===== src/hw/rtl/ces_pkg.sv =====
// Package for the CIGAR error statistics counter: counter sizes, item kinds,
// CIGAR op codes, transition counter indexes, base decoding and the update record.
// Depends on nothing; ces_front, ces_count and the top level import it.
package ces_pkg;

  localparam int unsigned COUNTER_BITS = 32;
  localparam int unsigned INDEL_BINS = 20;
  localparam int unsigned EMIT_COUNT = 16;
  localparam int unsigned TRANS_COUNT = 9;
  localparam int unsigned TRANS_BASE = 16;
  localparam int unsigned INDEL_BASE = TRANS_BASE + TRANS_COUNT;
  localparam int unsigned INDEL_COUNT = 2 * INDEL_BINS;
  localparam int unsigned INDEL_AW = $clog2(INDEL_COUNT);
  localparam int unsigned SELF_LOOP_LIMIT = 10;

  localparam int unsigned OP_W = 4;
  localparam int unsigned LEN_W = 28;
  localparam int unsigned BASE_W = 8;
  localparam int unsigned IDX_W = 7;
  localparam int unsigned EMIT_AW = 4;
  localparam int unsigned TRANS_AW = 4;

  localparam int unsigned IN_DATA_W = 56;
  localparam int unsigned IN_USER_W = 2;
  localparam int unsigned OUT_DATA_W = 40;

  typedef logic [COUNTER_BITS-1:0] cnt_t;

  typedef enum logic [1:0] {
    KIND_START = 2'd0,
    KIND_CIGAR = 2'd1,
    KIND_PAIR  = 2'd2,
    KIND_READ  = 2'd3
  } kind_e;

  localparam logic [OP_W-1:0] OP_M = 4'd0;
  localparam logic [OP_W-1:0] OP_I = 4'd1;
  localparam logic [OP_W-1:0] OP_D = 4'd2;
  localparam logic [OP_W-1:0] OP_EQ = 4'd7;
  localparam logic [OP_W-1:0] OP_X = 4'd8;
  localparam logic [OP_W-1:0] OP_NONE = 4'd15;

  localparam logic [TRANS_AW-1:0] TR_MM = 4'd0;
  localparam logic [TRANS_AW-1:0] TR_MI = 4'd1;
  localparam logic [TRANS_AW-1:0] TR_MD = 4'd2;
  localparam logic [TRANS_AW-1:0] TR_IM = 4'd3;
  localparam logic [TRANS_AW-1:0] TR_II = 4'd4;
  localparam logic [TRANS_AW-1:0] TR_DM = 4'd6;
  localparam logic [TRANS_AW-1:0] TR_DD = 4'd8;

  typedef struct packed {
    logic                  emit_en;
    logic [EMIT_AW-1:0]    emit_idx;
    logic                  tone_en;
    logic [TRANS_AW-1:0]   tone_idx;
    logic                  tadd_en;
    logic [TRANS_AW-1:0]   tadd_idx;
    cnt_t                  loops;
    logic                  ind_en;
    logic [INDEL_AW-1:0]   ind_addr;
    logic                  rd_en;
    logic [IDX_W-1:0]      rd_idx;
  } upd_t;

  // Returns 1 to 4 for A, C, G, T of either case and 0 for any other byte.
  function automatic logic [2:0] base_code(input logic [BASE_W-1:0] b);
    logic [2:0] code;
    code = 3'd0;
    unique case (b)
      8'h41, 8'h61: code = 3'd1;
      8'h43, 8'h63: code = 3'd2;
      8'h47, 8'h67: code = 3'd3;
      8'h54, 8'h74: code = 3'd4;
      default:      code = 3'd0;
    endcase
    return code;
  endfunction

  function automatic logic is_match_op(input logic [OP_W-1:0] op);
    return (op == OP_M) || (op == OP_EQ) || (op == OP_X);
  endfunction

endpackage


===== src/hw/rtl/ces_ram.sv =====
// Generic single write port, single read port RAM with a registered read.
// Depends on nothing.
module ces_ram #(
  parameter int unsigned WIDTH = 32,
  parameter int unsigned DEPTH = 40,
  localparam int unsigned AW = $clog2(DEPTH)
) (
  input  logic             clk_i,
  input  logic             we_i,
  input  logic [AW-1:0]    waddr_i,
  input  logic [WIDTH-1:0] wdata_i,
  input  logic             re_i,
  input  logic [AW-1:0]    raddr_i,
  output logic [WIDTH-1:0] rdata_o
);

  logic [WIDTH-1:0] mem_q [DEPTH];
  logic [WIDTH-1:0] rdata_q;

  always_ff @(posedge clk_i) begin
    if (we_i) begin
      mem_q[waddr_i] <= wdata_i;
    end
    if (re_i) begin
      rdata_q <= mem_q[raddr_i];
    end
  end

  assign rdata_o = rdata_q;

endmodule


===== src/hw/rtl/ces_front.sv =====
// Input register, strand and last-op state, and decode of one request into an update record.
// Depends on ces_pkg.
module ces_front import ces_pkg::*; (
  input  logic                 clk_i,
  input  logic                 rst_ni,
  input  logic                 in_valid_i,
  output logic                 in_ready_o,
  input  logic [IN_DATA_W-1:0] in_data_i,
  input  logic [IN_USER_W-1:0] in_user_i,
  output logic                 upd_valid_o,
  input  logic                 upd_ready_i,
  output upd_t                 upd_o
);

  logic                 v_q;
  kind_e                kind_q;
  logic [OP_W-1:0]      op_q;
  logic [LEN_W-1:0]     len_q;
  logic                 rev_q;
  logic [BASE_W-1:0]    ref_q;
  logic [BASE_W-1:0]    rd_q;
  logic [IDX_W-1:0]     idx_q;
  logic [OP_W-1:0]      last_op_q, last_op_d;
  logic                 strand_q, strand_d;
  logic                 fire;
  logic [2:0]           r_code, q_code;
  logic [1:0]           r_sel, q_sel;
  logic                 last_match;
  logic                 in_range;
  logic [IDX_W-1:0]     rel_idx;

  assign in_ready_o = !v_q || upd_ready_i;
  assign fire = v_q && upd_ready_i;

  always_ff @(posedge clk_i or negedge rst_ni) begin
    if (!rst_ni) begin
      v_q <= 1'b0;
      last_op_q <= OP_NONE;
      strand_q <= 1'b0;
    end else begin
      if (in_ready_o) begin
        v_q <= in_valid_i;
      end
      last_op_q <= last_op_d;
      strand_q <= strand_d;
    end
  end

  always_ff @(posedge clk_i) begin
    if (in_ready_o && in_valid_i) begin
      kind_q <= kind_e'(in_user_i);
      op_q <= in_data_i[3:0];
      len_q <= in_data_i[31:4];
      rev_q <= in_data_i[32];
      ref_q <= in_data_i[40:33];
      rd_q <= in_data_i[48:41];
      idx_q <= in_data_i[55:49];
    end
  end

  always_comb begin
    last_op_d = last_op_q;
    strand_d = strand_q;
    if (fire) begin
      unique case (kind_q)
        KIND_START: begin
          strand_d = rev_q;
          last_op_d = OP_NONE;
        end
        KIND_CIGAR: last_op_d = op_q;
        KIND_PAIR, KIND_READ: ;
        default: ;
      endcase
    end
  end

  assign r_code = base_code(ref_q);
  assign q_code = base_code(rd_q);
  assign r_sel = 2'(r_code - 3'd1) ^ {2{strand_q}};
  assign q_sel = 2'(q_code - 3'd1) ^ {2{strand_q}};
  assign last_match = is_match_op(last_op_q);
  assign rel_idx = idx_q - IDX_W'(INDEL_BASE);
  assign in_range = (idx_q >= IDX_W'(INDEL_BASE))
                    && (idx_q < IDX_W'(INDEL_BASE + INDEL_COUNT));

  always_comb begin
    upd_o = '0;
    upd_o.loops = cnt_t'(len_q) - cnt_t'(1);
    upd_o.rd_idx = idx_q;
    unique case (kind_q)
      KIND_CIGAR: begin
        if (is_match_op(op_q)) begin
          upd_o.tone_en = (last_op_q == OP_I) || (last_op_q == OP_D);
          upd_o.tone_idx = (last_op_q == OP_I) ? TR_IM : TR_DM;
          upd_o.ind_en = upd_o.tone_en;
          upd_o.ind_addr = (last_op_q == OP_I) ? INDEL_AW'(INDEL_BINS) : '0;
          upd_o.tadd_en = 1'b1;
          upd_o.tadd_idx = TR_MM;
        end else if (op_q == OP_D) begin
          upd_o.tone_en = last_match;
          upd_o.tone_idx = TR_MD;
          upd_o.tadd_en = len_q < LEN_W'(SELF_LOOP_LIMIT);
          upd_o.tadd_idx = TR_DD;
          upd_o.ind_en = len_q < LEN_W'(INDEL_BINS);
          upd_o.ind_addr = INDEL_AW'(len_q);
        end else if (op_q == OP_I) begin
          upd_o.tone_en = last_match;
          upd_o.tone_idx = TR_MI;
          upd_o.tadd_en = len_q < LEN_W'(SELF_LOOP_LIMIT);
          upd_o.tadd_idx = TR_II;
          upd_o.ind_en = len_q < LEN_W'(INDEL_BINS);
          upd_o.ind_addr = INDEL_AW'(len_q) + INDEL_AW'(INDEL_BINS);
        end
      end
      KIND_PAIR: begin
        upd_o.emit_en = (r_code != 3'd0) && (q_code != 3'd0);
        upd_o.emit_idx = {r_sel, q_sel};
      end
      KIND_READ: begin
        upd_o.rd_en = 1'b1;
        upd_o.ind_addr = in_range ? INDEL_AW'(rel_idx) : '0;
      end
      KIND_START: ;
      default: ;
    endcase
  end

  assign upd_valid_o = v_q;

endmodule


===== src/hw/rtl/ces_count.sv =====
// Update stage: emission and transition counters in flip-flops, indel length counters
// in a RAM with per-bin valid flags, and the result register. Depends on ces_pkg, ces_ram.
module ces_count import ces_pkg::*; (
  input  logic           clk_i,
  input  logic           rst_ni,
  input  logic           upd_valid_i,
  output logic           upd_ready_o,
  input  upd_t           upd_i,
  output logic           out_valid_o,
  input  logic           out_ready_i,
  output cnt_t           out_value_o,
  output logic [IDX_W-1:0] out_echo_o
);

  logic                s1_v_q;
  upd_t                s1_q;
  logic                hit_q, hit_d;
  cnt_t                fwd_q;
  logic                bin_vld_q;
  logic [INDEL_COUNT-1:0] vld_q;
  cnt_t                emit_q [EMIT_COUNT];
  cnt_t                trans_q [TRANS_COUNT];
  logic                out_v_q;
  cnt_t                out_val_q, out_val_d;
  logic [IDX_W-1:0]    out_echo_q;
  logic                out_rdy, s1_adv, fire;
  logic                wr_en;
  cnt_t                rdata, ind_cur, wr_data;
  logic [IDX_W-1:0]    trans_rel;

  assign out_rdy = !out_v_q || out_ready_i;
  assign s1_adv = !s1_v_q || out_rdy;
  assign upd_ready_o = s1_adv;
  assign fire = s1_v_q && out_rdy;
  assign wr_en = fire && s1_q.ind_en;
  assign hit_d = wr_en && (s1_q.ind_addr == upd_i.ind_addr);

  ces_ram #(
    .WIDTH (COUNTER_BITS),
    .DEPTH (INDEL_COUNT)
  ) u_ind_ram (
    .clk_i   (clk_i),
    .we_i    (wr_en),
    .waddr_i (s1_q.ind_addr),
    .wdata_i (wr_data),
    .re_i    (s1_adv),
    .raddr_i (upd_i.ind_addr),
    .rdata_o (rdata)
  );

  assign ind_cur = hit_q ? fwd_q : (bin_vld_q ? rdata : '0);
  assign wr_data = ind_cur + cnt_t'(1);

  always_ff @(posedge clk_i or negedge rst_ni) begin
    if (!rst_ni) begin
      s1_v_q <= 1'b0;
      out_v_q <= 1'b0;
      vld_q <= '0;
      for (int i = 0; i < EMIT_COUNT; i++) begin
        emit_q[i] <= '0;
      end
      for (int i = 0; i < TRANS_COUNT; i++) begin
        trans_q[i] <= '0;
      end
    end else begin
      if (s1_adv) begin
        s1_v_q <= upd_valid_i;
      end
      if (out_rdy) begin
        out_v_q <= fire && s1_q.rd_en;
      end
      if (wr_en) begin
        vld_q[s1_q.ind_addr] <= 1'b1;
      end
      if (fire && s1_q.emit_en) begin
        emit_q[s1_q.emit_idx] <= emit_q[s1_q.emit_idx] + cnt_t'(1);
      end
      if (fire) begin
        for (int i = 0; i < TRANS_COUNT; i++) begin
          if (s1_q.tone_en && (s1_q.tone_idx == TRANS_AW'(i))) begin
            trans_q[i] <= trans_q[i] + cnt_t'(1);
          end else if (s1_q.tadd_en && (s1_q.tadd_idx == TRANS_AW'(i))) begin
            trans_q[i] <= trans_q[i] + s1_q.loops;
          end
        end
      end
    end
  end

  always_ff @(posedge clk_i) begin
    if (s1_adv) begin
      s1_q <= upd_i;
      hit_q <= hit_d;
      fwd_q <= wr_data;
      bin_vld_q <= vld_q[upd_i.ind_addr];
    end
    if (out_rdy) begin
      out_val_q <= out_val_d;
      out_echo_q <= s1_q.rd_idx;
    end
  end

  assign trans_rel = s1_q.rd_idx - IDX_W'(TRANS_BASE);

  always_comb begin
    if (s1_q.rd_idx < IDX_W'(EMIT_COUNT)) begin
      out_val_d = emit_q[s1_q.rd_idx[EMIT_AW-1:0]];
    end else if (s1_q.rd_idx < IDX_W'(INDEL_BASE)) begin
      out_val_d = trans_q[trans_rel[TRANS_AW-1:0]];
    end else if (s1_q.rd_idx < IDX_W'(INDEL_BASE + INDEL_COUNT)) begin
      out_val_d = ind_cur;
    end else begin
      out_val_d = '0;
    end
  end

  assign out_valid_o = out_v_q;
  assign out_value_o = out_val_q;
  assign out_echo_o = out_echo_q;

endmodule


===== src/hw/rtl/cigar_error_statistics_counter_top.sv =====
// Top level of the CIGAR error statistics counter: stream ports, decode front and counter stage.
// Depends on ces_pkg, ces_front, ces_count (and ces_ram below it).
// One request is accepted every clock cycle unless the master side stalls; a counter read
// passes the input, update stage and result registers to the master side, and a stalled
// result holds the input side only once both internal stages are full.
// Reset clears every counter at once (indel bins through per-bin valid flags), sets the
// last operation to none and the strand to forward; requests are taken straight after reset.
module cigar_error_statistics_counter_top import ces_pkg::*; (
  input  logic                  clk_i,
  input  logic                  rst_ni,
  input  logic                  s_axis_tvalid_i,
  output logic                  s_axis_tready_o,
  // cigar_op[3:0], op_length[31:4], reverse_strand[32], ref_base[40:33],
  // read_base[48:41], counter_index[55:49]
  input  logic [IN_DATA_W-1:0]  s_axis_tdata_i,
  // kind[1:0]
  input  logic [IN_USER_W-1:0]  s_axis_tuser_i,
  output logic                  m_axis_tvalid_o,
  input  logic                  m_axis_tready_i,
  // counter_value[31:0], counter_echo[38:32], zero pad[39]
  output logic [OUT_DATA_W-1:0] m_axis_tdata_o
);

  logic             upd_valid, upd_ready;
  upd_t             upd;
  cnt_t             value;
  logic [IDX_W-1:0] echo;

  ces_front u_front (
    .clk_i       (clk_i),
    .rst_ni      (rst_ni),
    .in_valid_i  (s_axis_tvalid_i),
    .in_ready_o  (s_axis_tready_o),
    .in_data_i   (s_axis_tdata_i),
    .in_user_i   (s_axis_tuser_i),
    .upd_valid_o (upd_valid),
    .upd_ready_i (upd_ready),
    .upd_o       (upd)
  );

  ces_count u_count (
    .clk_i       (clk_i),
    .rst_ni      (rst_ni),
    .upd_valid_i (upd_valid),
    .upd_ready_o (upd_ready),
    .upd_i       (upd),
    .out_valid_o (m_axis_tvalid_o),
    .out_ready_i (m_axis_tready_i),
    .out_value_o (value),
    .out_echo_o  (echo)
  );

  assign m_axis_tdata_o = {1'b0, echo, value};

endmodule

===== config.mk =====
export PLATFORM = sky130hd
export DESIGN_NAME = cigar_error_statistics_counter_top
export DESIGN_NICKNAME = d
export VERILOG_FILES = /design/src/hw/rtl/ces_pkg.sv /design/src/hw/rtl/ces_ram.sv /design/src/hw/rtl/ces_front.sv /design/src/hw/rtl/ces_count.sv /design/src/hw/rtl/cigar_error_statistics_counter_top.sv
export SDC_FILE = /design/constraint.sdc
export NUM_CORES = 2
export LEC_CHECK = 0
export ABC_AREA = 1
export BUFFER_PORTS_ARGS = -buffer_cell sky130_fd_sc_hd__buf_2
export CELL_PAD_IN_SITES_DETAIL_PLACEMENT = 1
export CELL_PAD_IN_SITES_GLOBAL_PLACEMENT = 1
export CORE_MARGIN = 2
export CORE_UTILIZATION = 43
export DETAILED_ROUTE_END_ITERATION = 10
export GPL_ROUTABILITY_DRIVEN = 0
export PLACE_DENSITY = 0.83
export SLEW_MARGIN = 10
export SYNTH_ARGS = -nofsm -noshare
export SYNTH_HDL_FRONTEND = slang
export SYNTH_SLANG_ARGS = --single-unit

===== constraint.sdc =====
create_clock -name clk_i -period 9.6 [get_ports clk_i]
set_input_delay 2.88 -clock clk_i [delete_from_list [all_inputs] [get_ports clk_i]]
set_output_delay 2.88 -clock clk_i [all_outputs]
set_load 0.02 [all_outputs]

==> metrics <==
Routed Antenna Nets=0; TritonCTS Buffers=272; slew margin rel.=0.135; area growth from synthesis to layout=10.6%; area enclosed by the die boundary=a little under 300000 µm²; final-report hold violation count=0; fill cell total of the finished layout=roughly 34k; die width=approximately 540 µm; CTS tree=built; top_reg_cell synth=edfxtp_1; critical path launch point type=input pin; DR WL/cell=26.4 µm; switching share of power=0.318; unrepaired setup endpoints after global routing=no; leakage power summed over all cells=about 59 nW; post-synthesis instance area=approximately 130000 µm²; post-synthesis net count=roughly 15k; Post CTS Setup Buffer Count=0; Avg Synthesized Cell Area=8.62 µm²; via count of the first global-routing pass=around 120k; final core utilization=0.479; Buffers on Ports=100; Register-to-Register Path Depth=17; total negative slack=0 ns; clock tree root driver cell=clkbuf_16; met2 layer wire length in the routed design=between 200 and 250 mm; CTS Sinks=2345; placeable core region=289000 µm²; total congestion overflow after global routing=0; Cell Int Power=between 15 and 20 mW; total length of routed met3 wires=~42 mm; data arrival time of the critical path=~4.6 ns; setup slack on the worst flop-to-flop path=3.70 ns; highest-count cells in the layout ignoring fill and taps=nand2_1, nand3_1, edfxtp_1, inv_1, o21ai_0; number of enable-type register cells in the synthesized netlist=between 1k and 1.5k; via count=111k; Starting Density=0.433; number of warnings printed during yosys synthesis=0; Worst-Skew Late Latency=about 0.94 ns; maximum number of pins on one net before global-route repair=about 170; min cycle time layout=about 7.5 ns; Reg2Reg Capture Point=u_count.emit_q[144]; total I/O pin count=roughly 100; Clock Skew=0.0689 ns; PwrDens=approximately 200 nW/µm²; distinct cell type count after synthesis=69; synthesized flop and latch total=~2.3k; worst reg2reg startpoint=u_count.s1_q[58]; Worst Hold Launch=u_count.vld_q[16]; Post-route DRC=0; classification of the worst setup path=input pin to output pin; worst-margin pin slew=between 1 and 1.5 ns; post-layout net count=roughly 15k; Sw Pwr=between 8 and 9 mW; Worst Hold Slack=between 0.4 and 0.5 ns; maximum achievable frequency=roughly 130 MHz; Resized Gates After CTS=0; number of buffers on the longest clock path=4; number of DRC markers after the initial detailed-route iteration=around 12k; vertical die dimension=roughly 540 µm; initial antenna violation count=18; max-capacitance violation count=0; Tcrit/Tclk final=0.780; part of the total power dissipated in the clock network=0.371; Top Layer Used=met5; critical path data required time=between 6 and 7 ns; Peak VDD IR=roughly 0.00028 V; FFs w/ async S/R, synth=0.362; register share of total power=0.431; hold path cells=2; global-route wire length before repair=between 700 and 800 mm; count of final max-slew check failures=0; Clock transition at path regs=around 0.06 ns; crit end category=output pin; Tightest Hold Check Type=flop to flop; share of post-route cells with drive strength above 1=0.0711; result of the run=finished clean; fraction of the yosys area taken by sequential cells=0.529; Hold EP=u_count.vld_q[16]; number of levels in the clock H-tree=5; HPWL Detailed=301 mm; all-layer global routing usage=0.323; routed length on met1=184 mm; most frequent standard cell in the layout excluding fill and tap cells=nand2_1; 1st-pass router iterations=9; instance count of the mapped netlist=around 15k; critical path fanouts, max=3; combinational share of power=0.198; number of core rows=approximately 200; number of buffers inserted by hold repair at cts=0; post-detailed-routing wire length=around 490 mm; total setup violations reported at the end of the flow=0; via count normalized by instance count=between 6 and 7
-- through the flow --
step	power (mW)	worst slack [ns]	cell area, µm²	instances
2_1_floorplan	15.5	2.44	125000	14500
3_3_place_gp	17.4	2.12	130000	17900
3_5_place_dp	17.6	2.00	130000	17900
4_1_cts	27.9	2.13	138000	18400
5_1_grt	28.9	2.05	138000	18400
6_report	28.0	2.11	138000	18400
-- flip-flops by register name (all words and copies together), names as in the netlist, 28 cells and up --
signal                     count
u_count.s1_q                  56
u_count.vld_q                 40
u_count.out_value_o           32
u_count.u_ind_ram.mem_q     1280
u_count.emit_q               512
u_front.len_q                 28
u_count.fwd_q                 32
u_count.u_ind_ram.rdata_o     32
u_count.trans_q              288
-- cell type report --
class                      instances  area, µm²  area share
clock buffer                     364       7440      0.0538
multi-input combinational       9921      50700       0.367
clock inverter                   125       1220     0.00883
antenna                            8       20.0    0.000145
timing repair buffer             332       2430      0.0175
tap                             3880       4850      0.0351
sequential                      2345      66200       0.478
inverter                        1446       5470      0.0396
-- power by group through the flow --
stage | clock network (mW) | registers, mW | logic [mW]
4_1_cts | 10.5 | 12.1 | 5.42
3_5_place_dp | 0 | 12.3 | 5.35
6_report | 10.4 | 12.1 | 5.56
5_1_grt | 10.8 | 12.1 | 5.98
2_1_floorplan | 0 | 12.1 | 3.32
3_3_place_gp | 0 | 12.2 | 5.14
-- kinds of logic (layout without fill, tap and decap cells) --
logic type | count (synthesis) | in the layout | synth area share
AND/OR/NAND/NOR | 7164 | 7164 | 0.250
AO/OA/AOI/OAI | 2238 | 2238 | 0.103
flip-flops | 2345 | 2345 | 0.529
other | 1 | 9 | 0.0000300
multiplexers | 1 | 1 | 0.0000800
XOR/XNOR | 219 | 219 | 0.0161
adder cells (fa/ha/maj) | 298 | 298 | 0.0304
buffers and inverters | 2238 | 2267 | 0.0708
-- critical path, stage by stage --
cell     delay (ns)
buf_2          0.10
inv_1          0.05
nand2_2        0.14
nor2_1         0.87
nand2_1        0.30
buf_2          0.26
-- how the worst max path moves through the flow --
stage	from	to	slack [ns]	cells after the start
finish	m_axis_tready_i	s_axis_tready_o	2.11	6
global route	m_axis_tready_i	s_axis_tready_o	2.05	6
CTS	m_axis_tready_i	s_axis_tready_o	2.13	6
detailed placement	m_axis_tready_i	u_count.u_ind_ram.mem_q[20][30]	2.00	10
global placement	m_axis_tready_i	s_axis_tready_o	2.12	6
floorplan	m_axis_tready_i	u_front.strand_q	2.44	11
-- Yosys cell counts, types with 77 or more instances --
library cell,count,area [µm²]
nand3b_1,344,2580
nand4_1,136,851
o21ai_0,1124,5630
or2_2,95,594
nand2_1,3685,13800
xnor2_1,118,1030
inv_1,1406,5280
a31oi_1,83,519
ha_1,289,3620
nand3_1,1618,8100
buf_1,77,289
xor2_1,95,832
buf_2,144,721
o221ai_1,83,727
clkbuf_1,519,1950
o211ai_1,142,1070
nor2_1,1132,4250
edfxtp_1,1497,45000
dfrtp_1,844,21100
a21oi_1,406,2030
-- per-layer routing --
layer | track usage | vias up
li1 | - | 48500
met1 | 0.397 | 55600
met2 | 0.521 | 5617
met3 | 0.0538 | 1689
met4 | 0.219 | 14
met5 | 0.000812 | -
Power figures use the tool's default switching activity.
